--- config.mk ---
export PLATFORM = sky130hd
export DESIGN_NAME = sensor_frame_crc8_decoder_unit
export DESIGN_NICKNAME = d
export VERILOG_FILES = /design/src/sv/sfcrc8_pkg.sv /design/src/sv/sfcrc8_frame.sv /design/src/sv/sfcrc8_conv.sv /design/src/sv/sensor_frame_crc8_decoder_unit.sv
export VERILOG_INCLUDE_DIRS = /design/src /design/src/sv
export SDC_FILE = /design/constraint.sdc
export NUM_CORES = 1
export LEC_CHECK = 0
export ABC_AREA = 1
export BUFFER_PORTS_ARGS = -buffer_cell sky130_fd_sc_hd__buf_2
export CAP_MARGIN = 0
export CELL_PAD_IN_SITES_DETAIL_PLACEMENT = 1
export CELL_PAD_IN_SITES_GLOBAL_PLACEMENT = 2
export CORE_MARGIN = 8
export CORE_UTILIZATION = 42
export DETAILED_ROUTE_END_ITERATION = 10
export HOLD_SLACK_MARGIN = 0.03
export PLACE_DENSITY_LB_ADDON = 0.15
export SLEW_MARGIN = 20
export SYNTH_ARGS = -nofsm -noshare
export SYNTH_HDL_FRONTEND = slang
export SYNTH_SLANG_ARGS = --single-unit
--- constraint.sdc ---
create_clock -name clock -period 7.73 [get_ports clock]
set_clock_uncertainty 0.05 [all_clocks]
set_input_delay 1.546 -clock clock [delete_from_list [all_inputs] [get_ports clock]]
set_output_delay 1.546 -clock clock [all_outputs]
set_load 0.05 [all_outputs]
--- src/sv/sensor_frame_crc8_decoder_unit_macros.svh ---
// Assertion macros shared by the sensor frame CRC-8 decoder RTL.
// Included by any module that carries concurrent checks; no other dependencies.
`ifndef SENSOR_FRAME_CRC8_DECODER_UNIT_MACROS_SVH
`define SENSOR_FRAME_CRC8_DECODER_UNIT_MACROS_SVH
`ifndef ASSERT_OFF
// Same-cycle implication, checked at each rising clock edge outside reset.
`define SFCRC8_ASSERT_IMPLY(name, clk, rst, ante, cons) \
   name: assert property (@(posedge clk) disable iff (rst) (ante) |-> (cons)) \
      else $error("sfcrc8 assertion failed");
// Next-cycle implication.
`define SFCRC8_ASSERT_NEXT(name, clk, rst, ante, cons) \
   name: assert property (@(posedge clk) disable iff (rst) (ante) |=> (cons)) \
      else $error("sfcrc8 assertion failed");
`else
`define SFCRC8_ASSERT_IMPLY(name, clk, rst, ante, cons)
`define SFCRC8_ASSERT_NEXT(name, clk, rst, ante, cons)
`endif
`endif

--- src/sv/sfcrc8_pkg.sv ---
// Package for the sensor frame CRC-8 decoder: field widths, frame constants,
// shared structs and the CRC-8 byte update function. No dependencies.
package sfcrc8_pkg;

   localparam int unsigned BYTE_W   = 8;
   localparam int unsigned POS_W    = 3;
   localparam int unsigned RAW_W    = 20;
   localparam int unsigned HUM_W    = 14;
   localparam int unsigned TEMP_W   = 15;

   localparam logic [BYTE_W-1:0] CRC_POLY = 8'h31;
   localparam logic [BYTE_W-1:0] CRC_INIT = 8'hFF;

   // Frame byte positions (position of the next expected byte).
   localparam logic [POS_W-1:0] POS_IDLE   = 3'd0;
   localparam logic [POS_W-1:0] POS_HUM_HI = 3'd1;
   localparam logic [POS_W-1:0] POS_HUM_MD = 3'd2;
   localparam logic [POS_W-1:0] POS_SPLIT  = 3'd3;
   localparam logic [POS_W-1:0] POS_TMP_MD = 3'd4;
   localparam logic [POS_W-1:0] POS_TMP_LO = 3'd5;
   localparam logic [POS_W-1:0] POS_CHECK  = 3'd6;

   localparam int unsigned STATUS_BUSY_BIT = 7;
   localparam int unsigned STATUS_CAL_BIT  = 3;

   // Scale factors: value = raw * scale / 2^20, less TEMP_OFFSET for temperature.
   localparam logic [13:0] HUM_SCALE    = 14'd10000;
   localparam logic [14:0] TEMP_SCALE   = 15'd20000;
   localparam logic [TEMP_W-1:0] TEMP_OFFSET = 15'd5000;
   localparam int unsigned HUM_PROD_W  = RAW_W + 14;
   localparam int unsigned TEMP_PROD_W = RAW_W + 15;

   typedef struct packed {
      logic [BYTE_W-1:0] data_byte;
      logic              frame_start;
   } req_item_type;

   typedef struct packed {
      logic             check_done;
      logic             crc_ok;
      logic             busy_flag;
      logic             calibrated_flag;
      logic [RAW_W-1:0] humidity_raw;
      logic [RAW_W-1:0] temperature_raw;
   } frame_info_type;

   // One byte of CRC-8, MSB first, no reflection.
   function automatic logic [BYTE_W-1:0] crc8_update(input logic [BYTE_W-1:0] acc,
                                                     input logic [BYTE_W-1:0] b);
      logic [BYTE_W-1:0] c;
      c = acc ^ b;
      for (int k = 0; k < BYTE_W; k++) begin
         if (c[BYTE_W-1]) begin
            c = {c[BYTE_W-2:0], 1'b0} ^ CRC_POLY;
         end else begin
            c = {c[BYTE_W-2:0], 1'b0};
         end
      end
      return c;
   endfunction

endpackage

--- src/sv/sfcrc8_frame.sv ---
// Frame tracker: byte position, running CRC-8, status byte and raw values.
// Depends on sfcrc8_pkg.
module sfcrc8_frame (
   input  logic                        clock,
   input  logic                        reset,
   input  logic                        step,
   input  sfcrc8_pkg::req_item_type    item,
   output sfcrc8_pkg::frame_info_type  info
);
   import sfcrc8_pkg::*;

   logic [POS_W-1:0]  pos_ff,    pos_in;
   logic [BYTE_W-1:0] crc_ff,    crc_in;
   logic [BYTE_W-1:0] status_ff, status_in;
   logic [RAW_W-1:0]  hum_ff,    hum_in;
   logic [RAW_W-1:0]  tmp_ff,    tmp_in;

   always_comb begin
      pos_in    = pos_ff;
      crc_in    = crc_ff;
      status_in = status_ff;
      hum_in    = hum_ff;
      tmp_in    = tmp_ff;
      if (item.frame_start) begin
         status_in = item.data_byte;
         crc_in    = crc8_update(CRC_INIT, item.data_byte);
         hum_in    = '0;
         tmp_in    = '0;
         pos_in    = POS_HUM_HI;
      end else begin
         unique case (pos_ff)
            POS_HUM_HI: hum_in = {item.data_byte, 12'h000};
            POS_HUM_MD: hum_in = hum_ff | {8'h00, item.data_byte, 4'h0};
            POS_SPLIT: begin
               hum_in = hum_ff | {16'h0000, item.data_byte[7:4]};
               tmp_in = {item.data_byte[3:0], 16'h0000};
            end
            POS_TMP_MD: tmp_in = tmp_ff | {4'h0, item.data_byte, 8'h00};
            POS_TMP_LO: tmp_in = tmp_ff | {12'h000, item.data_byte};
            default: ;
         endcase
         if (pos_ff >= POS_HUM_HI && pos_ff <= POS_TMP_LO) begin
            crc_in = crc8_update(crc_ff, item.data_byte);
            pos_in = pos_ff + POS_W'(1);
         end else begin
            // check byte, idle, or unused code: back to idle
            pos_in = POS_IDLE;
         end
      end
   end

   always_ff @(posedge clock) begin
      if (reset) begin
         pos_ff    <= POS_IDLE;
         crc_ff    <= CRC_INIT;
         status_ff <= '0;
         hum_ff    <= '0;
         tmp_ff    <= '0;
      end else if (step) begin
         pos_ff    <= pos_in;
         crc_ff    <= crc_in;
         status_ff <= status_in;
         hum_ff    <= hum_in;
         tmp_ff    <= tmp_in;
      end
   end

   always_comb begin
      info.check_done      = !item.frame_start && (pos_ff == POS_CHECK);
      info.crc_ok          = (crc_ff == item.data_byte);
      info.busy_flag       = status_ff[STATUS_BUSY_BIT];
      info.calibrated_flag = status_ff[STATUS_CAL_BIT];
      info.humidity_raw    = hum_ff;
      info.temperature_raw = tmp_ff;
   end

endmodule

--- src/sv/sfcrc8_conv.sv ---
// Fixed-point conversion of raw humidity and temperature to hundredths.
// Depends on sfcrc8_pkg.
module sfcrc8_conv (
   input  sfcrc8_pkg::frame_info_type          info,
   output logic [sfcrc8_pkg::HUM_W-1:0]        humidity_centi,
   output logic signed [sfcrc8_pkg::TEMP_W-1:0] temperature_centi
);
   import sfcrc8_pkg::*;

   logic [HUM_PROD_W-1:0]  hum_prod;
   logic [TEMP_PROD_W-1:0] tmp_prod;
   logic [TEMP_W-1:0]      tmp_scaled;

   always_comb begin
      hum_prod   = HUM_PROD_W'(info.humidity_raw) * HUM_PROD_W'(HUM_SCALE);
      tmp_prod   = TEMP_PROD_W'(info.temperature_raw) * TEMP_PROD_W'(TEMP_SCALE);
      tmp_scaled = tmp_prod[TEMP_PROD_W-1:RAW_W];
      // zero both values on a CRC mismatch
      if (info.crc_ok) begin
         humidity_centi    = hum_prod[HUM_PROD_W-1:RAW_W];
         temperature_centi = $signed(tmp_scaled - TEMP_OFFSET);
      end else begin
         humidity_centi    = '0;
         temperature_centi = '0;
      end
   end

endmodule

--- src/sv/sensor_frame_crc8_decoder_unit.sv ---
// Top level of the sensor frame CRC-8 decoder: input register, frame tracker,
// conversion and result register. Depends on sfcrc8_pkg, sfcrc8_frame, sfcrc8_conv.
//
//   port group | direction | carries
//   req_*      | in        | one frame byte and its start flag per request
//   rsp_*      | out       | one decoded reading per completed seven-byte frame
//
// Each request is held in the input register, where the frame tracker
// and the conversion work on it; the reading for a check byte loads into the
// result register, and rsp_valid rises, once that byte leaves the input register.
// With no result stall a new request is taken every cycle.
// Reset (synchronous) empties both registers and returns the tracker to idle
// with the CRC at 0xFF. A stalled result blocks only the check byte behind it;
// other bytes keep flowing into the frame tracker.
`include "sensor_frame_crc8_decoder_unit_macros.svh"
module sensor_frame_crc8_decoder_unit (
   input  logic                                 clock,
   input  logic                                 reset,
   input  logic                                 req_valid,
   output logic                                 req_stall,
   input  logic [sfcrc8_pkg::BYTE_W-1:0]        req_data_byte,
   input  logic                                 req_frame_start,
   output logic                                 rsp_valid,
   input  logic                                 rsp_stall,
   output logic [sfcrc8_pkg::HUM_W-1:0]         rsp_humidity_centi,
   output logic signed [sfcrc8_pkg::TEMP_W-1:0] rsp_temperature_centi,
   output logic                                 rsp_crc_ok,
   output logic                                 rsp_busy_flag,
   output logic                                 rsp_calibrated_flag
);
   import sfcrc8_pkg::*;

   logic            in_valid_ff, in_valid_in;
   req_item_type    in_item_ff;
   logic            rsp_valid_ff, rsp_valid_in;
   logic [HUM_W-1:0]         hum_ff;
   logic signed [TEMP_W-1:0] tmp_ff;
   logic            crc_ok_ff, busy_ff, cal_ff;

   frame_info_type           info;
   logic [HUM_W-1:0]         hum_conv;
   logic signed [TEMP_W-1:0] tmp_conv;
   logic out_free, advance, load, emit;

   sfcrc8_frame u_frame (
      .clock (clock),
      .reset (reset),
      .step  (advance),
      .item  (in_item_ff),
      .info  (info)
   );

   sfcrc8_conv u_conv (
      .info              (info),
      .humidity_centi    (hum_conv),
      .temperature_centi (tmp_conv)
   );

   // Advance the held request unless it is a check byte and the result slot
   // is occupied and stalled.
   always_comb begin
      out_free  = !rsp_valid_ff || !rsp_stall;
      advance   = in_valid_ff && (!info.check_done || out_free);
      emit      = advance && info.check_done;
      req_stall = in_valid_ff && !advance;
      load      = req_valid && !req_stall;
      in_valid_in = load ? 1'b1 : (advance ? 1'b0 : in_valid_ff);
      if (emit) begin
         rsp_valid_in = 1'b1;
      end else if (rsp_valid_ff && !rsp_stall) begin
         rsp_valid_in = 1'b0;
      end else begin
         rsp_valid_in = rsp_valid_ff;
      end
   end

   always_ff @(posedge clock) begin
      if (reset) begin
         in_valid_ff  <= 1'b0;
         rsp_valid_ff <= 1'b0;
      end else begin
         in_valid_ff  <= in_valid_in;
         rsp_valid_ff <= rsp_valid_in;
      end
   end

   // Payload registers: load on accept, hold otherwise.
   always_ff @(posedge clock) begin
      if (load) begin
         in_item_ff.data_byte   <= req_data_byte;
         in_item_ff.frame_start <= req_frame_start;
      end
      if (emit) begin
         hum_ff    <= hum_conv;
         tmp_ff    <= tmp_conv;
         crc_ok_ff <= info.crc_ok;
         busy_ff   <= info.busy_flag;
         cal_ff    <= info.calibrated_flag;
      end
   end

   assign rsp_valid             = rsp_valid_ff;
   assign rsp_humidity_centi    = hum_ff;
   assign rsp_temperature_centi = tmp_ff;
   assign rsp_crc_ok            = crc_ok_ff;
   assign rsp_busy_flag         = busy_ff;
   assign rsp_calibrated_flag   = cal_ff;

   `SFCRC8_ASSERT_IMPLY(a_fail_zero, clock, reset, rsp_valid_ff && !crc_ok_ff, hum_ff == '0 && tmp_ff == '0)
   `SFCRC8_ASSERT_IMPLY(a_stall_full, clock, reset, req_stall, in_valid_ff && info.check_done)
   `SFCRC8_ASSERT_NEXT(a_emit_shows, clock, reset, emit, rsp_valid_ff)
   `SFCRC8_ASSERT_IMPLY(a_hum_range, clock, reset, rsp_valid_ff, hum_ff <= HUM_W'(9999))

endmodule

* Word level (Yosys, flattened, before mapping)
Cells that the tools add are included.
** Cells by class
- Add/subtract/negate cells :: 2
- $mul :: 2
- Magnitude comparators :: 2
- Equal/unequal tests :: 7
- Muxes and demuxes :: 49
- Bitwise logic cells :: 22
- Reduce and logical (&&, ||, !) cells :: 24
** Operators with widths (number)
- $mux W8 :: 23
- $pmux W20 S3 :: 2
- $mux W6 :: 16
- $mul A20 B10 Y30 const B :: 2
- $not A3 Y3 :: 16
- $mux W20 :: 2
- $or A20 B12 Y20 :: 1
- $or A20 B16 Y20 :: 1
- $or A20 B4 Y20 :: 1
- $or A20 B8 Y20 :: 1
- $sub A15 B13 Y15 const B :: 1
- $eq A3 B3 Y1 const B :: 3
- $eq A8 B8 Y1 :: 1
- $not A8 Y8 :: 1
- $reduce_and A2 Y1 :: 4
- $reduce_bool A4 Y1 :: 2
- $xor A8 B8 Y8 :: 1
- $logic_and A1 B1 Y1 :: 7
- $eq A3 B2 Y1 const B :: 2
- $logic_not A1 Y1 :: 6
- $mux W3 :: 2
- $reduce_bool A2 Y1 :: 3
- $mux W1 :: 4
- $add A3 B1 Y3 const B :: 1
- other kinds (4) :: 5
** Word-level totals
- Register bits :: 102
- Output and inout bits :: 34
- Logic and storage cells :: 122

* Depth between registers and ports, before layout
- Depth in word-level cells :: 33
- Gate-level depth with buffers :: 30

* Modules after synthesis
Synthesis repeated with hierarchy kept, for this count alone.
** Second synthesis, totals
- Cells, all modules :: 1545
- Area, all modules :: 11427.2 µm²
** Modules (own cells, without submodules)
- sfcrc8_conv :: instances 1, cells each 1076, area an instance 7329.5 µm², sequential area each 0.0 µm²
- sfcrc8_frame :: instances 1, cells each 409, area an instance 2756.4 µm², sequential area each 1061.0 µm²
- sensor_frame_crc8_decoder_unit :: instances 1, cells each 60, area an instance 1341.3 µm², sequential area each 1271.2 µm²

* Worst setup path before layout
OpenSTA, ideal clock, no wires.
- Kind :: reg2reg
- From :: register u_frame.tmp_ff[4]
- To :: register tmp_ff[13], in the netlist rsp_temperature_centi[13] (data pin)
- Setup time :: 253 ps
- Arrival time :: 4279 ps
- Data required time :: 7427 ps
- Slack :: 3148 ps
- Cell stages (with the launch flop) :: 26
- Path buffers :: 0
- Period minus slack after synthesis :: 4582 ps
- Cells stage by stage :: dfxtp_1 -> inv_1 -> fa_1 -> inv_1 -> ha_1 -> inv_1 -> fa_1 -> inv_1 -> ha_1 -> inv_1 -> fa_1 -> inv_1 -> ha_1 -> nand2_1 -> nor2_1 -> nand2_1 -> inv_1 -> nand2_1 -> nand2_2 -> xor2_2 -> ha_1 -> nand3_2 -> nand2_2 -> nand2_2 -> a21oi_2 -> nor2_1
** Between the ends
- Word-level cells in the longest chain between the ends :: 2
** Ends and longest elaborated chain
- start, declared :: RTL line sfcrc8_frame.sv:16 : logic [RAW_W-1:0] tmp_ff, tmp_in;
- start signal, assigned :: RTL line sfcrc8_frame.sv:64 : tmp_ff <= tmp_in;
- $mul A20 B10 Y30 :: RTL line sfcrc8_conv.sv:16 : tmp_prod = TEMP_PROD_W'(info.temperature_raw) * TEMP_PROD_W'(TEMP_SCALE);
- $sub A15 B13 Y15 :: RTL line sfcrc8_conv.sv:21 : temperature_centi = $signed(tmp_scaled - TEMP_OFFSET);
- end signal, assigned :: RTL line sensor_frame_crc8_decoder_unit.sv:95 : tmp_ff <= tmp_conv;
- end, declared :: RTL line sensor_frame_crc8_decoder_unit.sv:37 : logic signed [TEMP_W-1:0] tmp_ff;
Every way passes these cells.
A chain may end at the register's enable or synchronous reset.

* Worst setup path after layout
- From :: register u_frame.tmp_ff[8]
- To :: register tmp_ff[13], in the netlist rsp_temperature_centi[13] (data pin)
The elaborated chain is that of the path after synthesis.

==> flow_metrics.env <==
export IMPL_cts_tree="done"
export IMPL_area_delta_synth_final_pct=8.046
export IMPL_design_area_sq_um=11760
export IMPL_dieArea_sq_um=31330
export IMPL_async_flop_share=0
export IMPL_finalNetCount=1678
export IMPL_net_switching_power_mw=0.6019
export IMPL_grt_usage=0.1887
export IMPL_p_sw_frac=0.3843
export IMPL_synth_compound_area_frac=0.1020
export IMPL_ios=47
export IMPL_setup_violations=0
export IMPL_p_per_area_nw_per_um2=133.2
export IMPL_regToRegStartpoint="u_frame.tmp_ff[8]"
export IMPL_yosys_area_share_simple=0.1747
export IMPL_synth_xor_area_share=0.02632
export IMPL_cts_path_max_buffers=2
export IMPL_ys_flop_type="dfxtp_1"
export IMPL_syn_nets=1636
export IMPL_grt_max_degree=31
export IMPL_hold_viol_final=0
export IMPL_ys_types=46
export IMPL_worst_path_largest_cell_delay_ps=530
export IMPL_vias=8650
export IMPL_end_kind="flip-flop"
export IMPL_worstMarginPinSlew_ps=598.3
export IMPL_rows=59
export IMPL_grt_overflow_total=0
export IMPL_io_buffers=46
export IMPL_slew_headroom=0.5969
export IMPL_placed_area_sq_um=11450
export IMPL_p_clk_frac=0.302
export IMPL_rsz0062_at_grt="no"
export IMPL_path_max_fanout=4
export IMPL_ir_worst_vdd_v=0.00009857
export IMPL_synthAdderAreaFrac=0.3600
export IMPL_postCtsSetupBuffers=0
export IMPL_drc=0
export IMPL_hold_class="reg2reg"
export IMPL_synth_area_per_cell_sq_um=7.975
export IMPL_crit_slowest_cell="fa_1"
export IMPL_insertion_delay_ps=380
export IMPL_clk_pin_slew_ps=70
export IMPL_initial_core_util=0.4225
export IMPL_synth_mux_area_frac=0
export IMPL_antenna_found_initial=0
export IMPL_critPathKind="reg2reg"
export IMPL_p_seq_frac=0.372
export IMPL_drtAntennaViolNets=0
export IMPL_internal_power_mw=0.9644
export IMPL_core_area_sq_um=25760
export IMPL_clkSinkCount=96
export IMPL_synth_seq_cells=96
export IMPL_tns_ps=0
export IMPL_period_share=0.6828
export IMPL_dpl_hpwl_mm=24.13
export IMPL_crit_arrival_ps=5350
export IMPL_synth_top_family_by_area="adder cells"
export IMPL_status="finished, final reports clean"
export IMPL_setup_worst_path_start="u_frame.tmp_ff[8]"
export IMPL_path_cells="inv_1 -> fa_1 -> inv_1 -> ha_1 -> fa_1 -> ha_1 -> inv_1 -> fa_1 -> inv_1 -> ha_1 -> nand2_1 -> nor2_1 -> nand2_1 -> inv_1 -> nand2_1 -> nand2_2 -> xor2_2 -> ha_1 -> nand3_2 -> nand2_2 -> nand2_2 -> a21oi_2 -> nor2_1"
export IMPL_cts_buffers=9
export IMPL_root_buffer="clkbuf_16"
export IMPL_critPathMostFrequentCell="inv_1"
export IMPL_place_gp_congestion=0.8272
export IMPL_cts_resized=0
export IMPL_drtIter0Drc=274
export IMPL_ctsHoldBuffers=0
export IMPL_synth_cells=1365
export IMPL_wl_mm=28.77
export IMPL_synth_edf_count=41
export IMPL_routedWlPerCell_um=16.46
export IMPL_critPathLaunchType="flip-flop"
export IMPL_die_x_um=177.0
export IMPL_drv_cap=0
export IMPL_cp_required_ps=7800
export IMPL_grt_pass1_vias=9155
export IMPL_grt_pass1_wl_mm=47.29
export IMPL_yosysSeqAreaShare=0.2143
export IMPL_slew_viol_final=0
export IMPL_fmaxAchievable_mhz=189.5
export IMPL_p_total_mw=1.566
export IMPL_drive_gt1_frac=0.08003
export IMPL_period_minus_slack_ps=5278
export IMPL_routed_via_density=4.949
export IMPL_htreeDepth=3
export IMPL_netlist_area_sq_um=10890
export IMPL_pwr_share_comb=0.325
export IMPL_hold_path_startpoint="u_frame.status_ff[3]"
export IMPL_yosys_warnings=0
export IMPL_drt_first_pass_iters=4
export IMPL_fp_dieH_um=177.0
export IMPL_leakagePower_nw=6.439
cell type report:
type,count,area [sq um]
inverter,330,1239
antenna,1,2.502
multi-input combinational,922,7217
sequential,96,2332
tap,335,419.2
timing repair buffer,48,245.2
clock inverter,7,81.33
fill,3187,14000
clock buffer,9,225.2
registers in the layout, indices dropped and copies added, names as in the netlist:
signal                 count
u_frame.hum_ff            20
u_frame.crc_ff             8
rsp_valid                  1
rsp_crc_ok                 1
rsp_busy_flag              1
in_item_ff                 9
u_frame.pos_ff             3
rsp_humidity_centi        14
u_frame.tmp_ff            20
rsp_calibrated_flag        1
u_frame.status_ff          2
in_valid_ff                1
rsp_temperature_centi     15
metrics by stage:
step           hold WS, ps  worst slack, ps  cells    util
2_1_floorplan        353.0             3148   1365       -
3_3_place_gp         361.4             2516   1731  0.4445
3_5_place_dp         371.5             2443   1731  0.4445
4_1_cts              381.3             2416   1747  0.4564
5_1_grt              388.9             2076   1747  0.4564
6_report             381.2             2452   1748  0.4565
worst paths after layout:
| check | end | slack [ps] | cells after the start |
|---|---|---|---|
| max reg2reg | rsp_temperature_centi[13] | 2450 | 23 |
| min reg2reg | rsp_calibrated_flag | 380 | 0 |
| min | rsp_calibrated_flag | 380 | 0 |
| max | rsp_temperature_centi[13] | 2450 | 23 |
cells by family (layout without fill, tap and decap cells):
group                    after synthesis  count (layout)
adder cells (fa/ha/maj)              258             258
buffers and inverters                347             394
other                                  0               1
AND/OR/NAND/NOR                      434             434
flip-flops                            96              96
AO/OA/AOI/OAI                        199             199
XOR/XNOR                              31              31
layout by cell type, fill, tap and decap left out, types with 8 or more instances in the layout:
cell type  Yosys  layout
xnor2_1       15      15
nand3_1       45      45
fa_1          92      92
a211oi_1       8       8
nor2_1       101     101
a31oi_1        9       9
inv_1        317     317
nand2_2       15      15
nand4_1       11      11
o21a_1        11      11
nand2_1      217     217
ha_1         166     166
inv_2         11      11
nor3_1        11      11
dfxtp_1       55      55
clkbuf_16      0       9
o21ai_0       36      36
buf_2          9      46
edfxtp_1      41      41
xor2_1        14      14
a21oi_1      108     108
synth_stat cells (11+ instances only):
master	number	share of area
a21oi_1	108	0.050
dfxtp_1	55	0.10
edfxtp_1	41	0.11
fa_1	92	0.17
ha_1	166	0.19
inv_1	317	0.11
inv_2	11	0.0038
nand2_1	217	0.075
nand2_2	15	0.0086
nand3_1	45	0.021
nand4_1	11	0.0063
nor2_1	101	0.035
nor3_1	11	0.0051
o21a_1	11	0.0076
o21ai_0	36	0.017
xnor2_1	15	0.012
xor2_1	14	0.011
worst max-delay path, delay by kind of cell, from the launching register on:
kind | cells | cell delay [ps]
xor+xnor | 1 | 220
buf+inv | 5 | 400
flops | 1 | 490
simple gates | 9 | 1070
compound gates | 1 | 150
fa+ha+maj | 7 | 2670
metal layers:
| layer | global-route usage | vias up | routed length, um |
|---|---|---|---|
| met3 | 0.02390 | 24 | 852 |
| met5 | 0 | - | 0 |
| met2 | 0.3127 | 86 | 13340 |
| met4 | 0.04553 | 0 | 354 |
| met1 | 0.2569 | 4131 | 14230 |
| li1 | - | 4409 | - |
power by group through the flow:
stage / Combinational, mW / Clock (mW) / Sequential, mW
after global placement: 0.500 / 0 / 0.595
after global routing: 0.591 / 0.503 / 0.587
after detailed placement: 0.514 / 0 / 0.596
after floorplan: 0.399 / 0 / 0.571
after CTS: 0.520 / 0.488 / 0.584
final: 0.510 / 0.473 / 0.583
(Power assumes the default switching activity.)
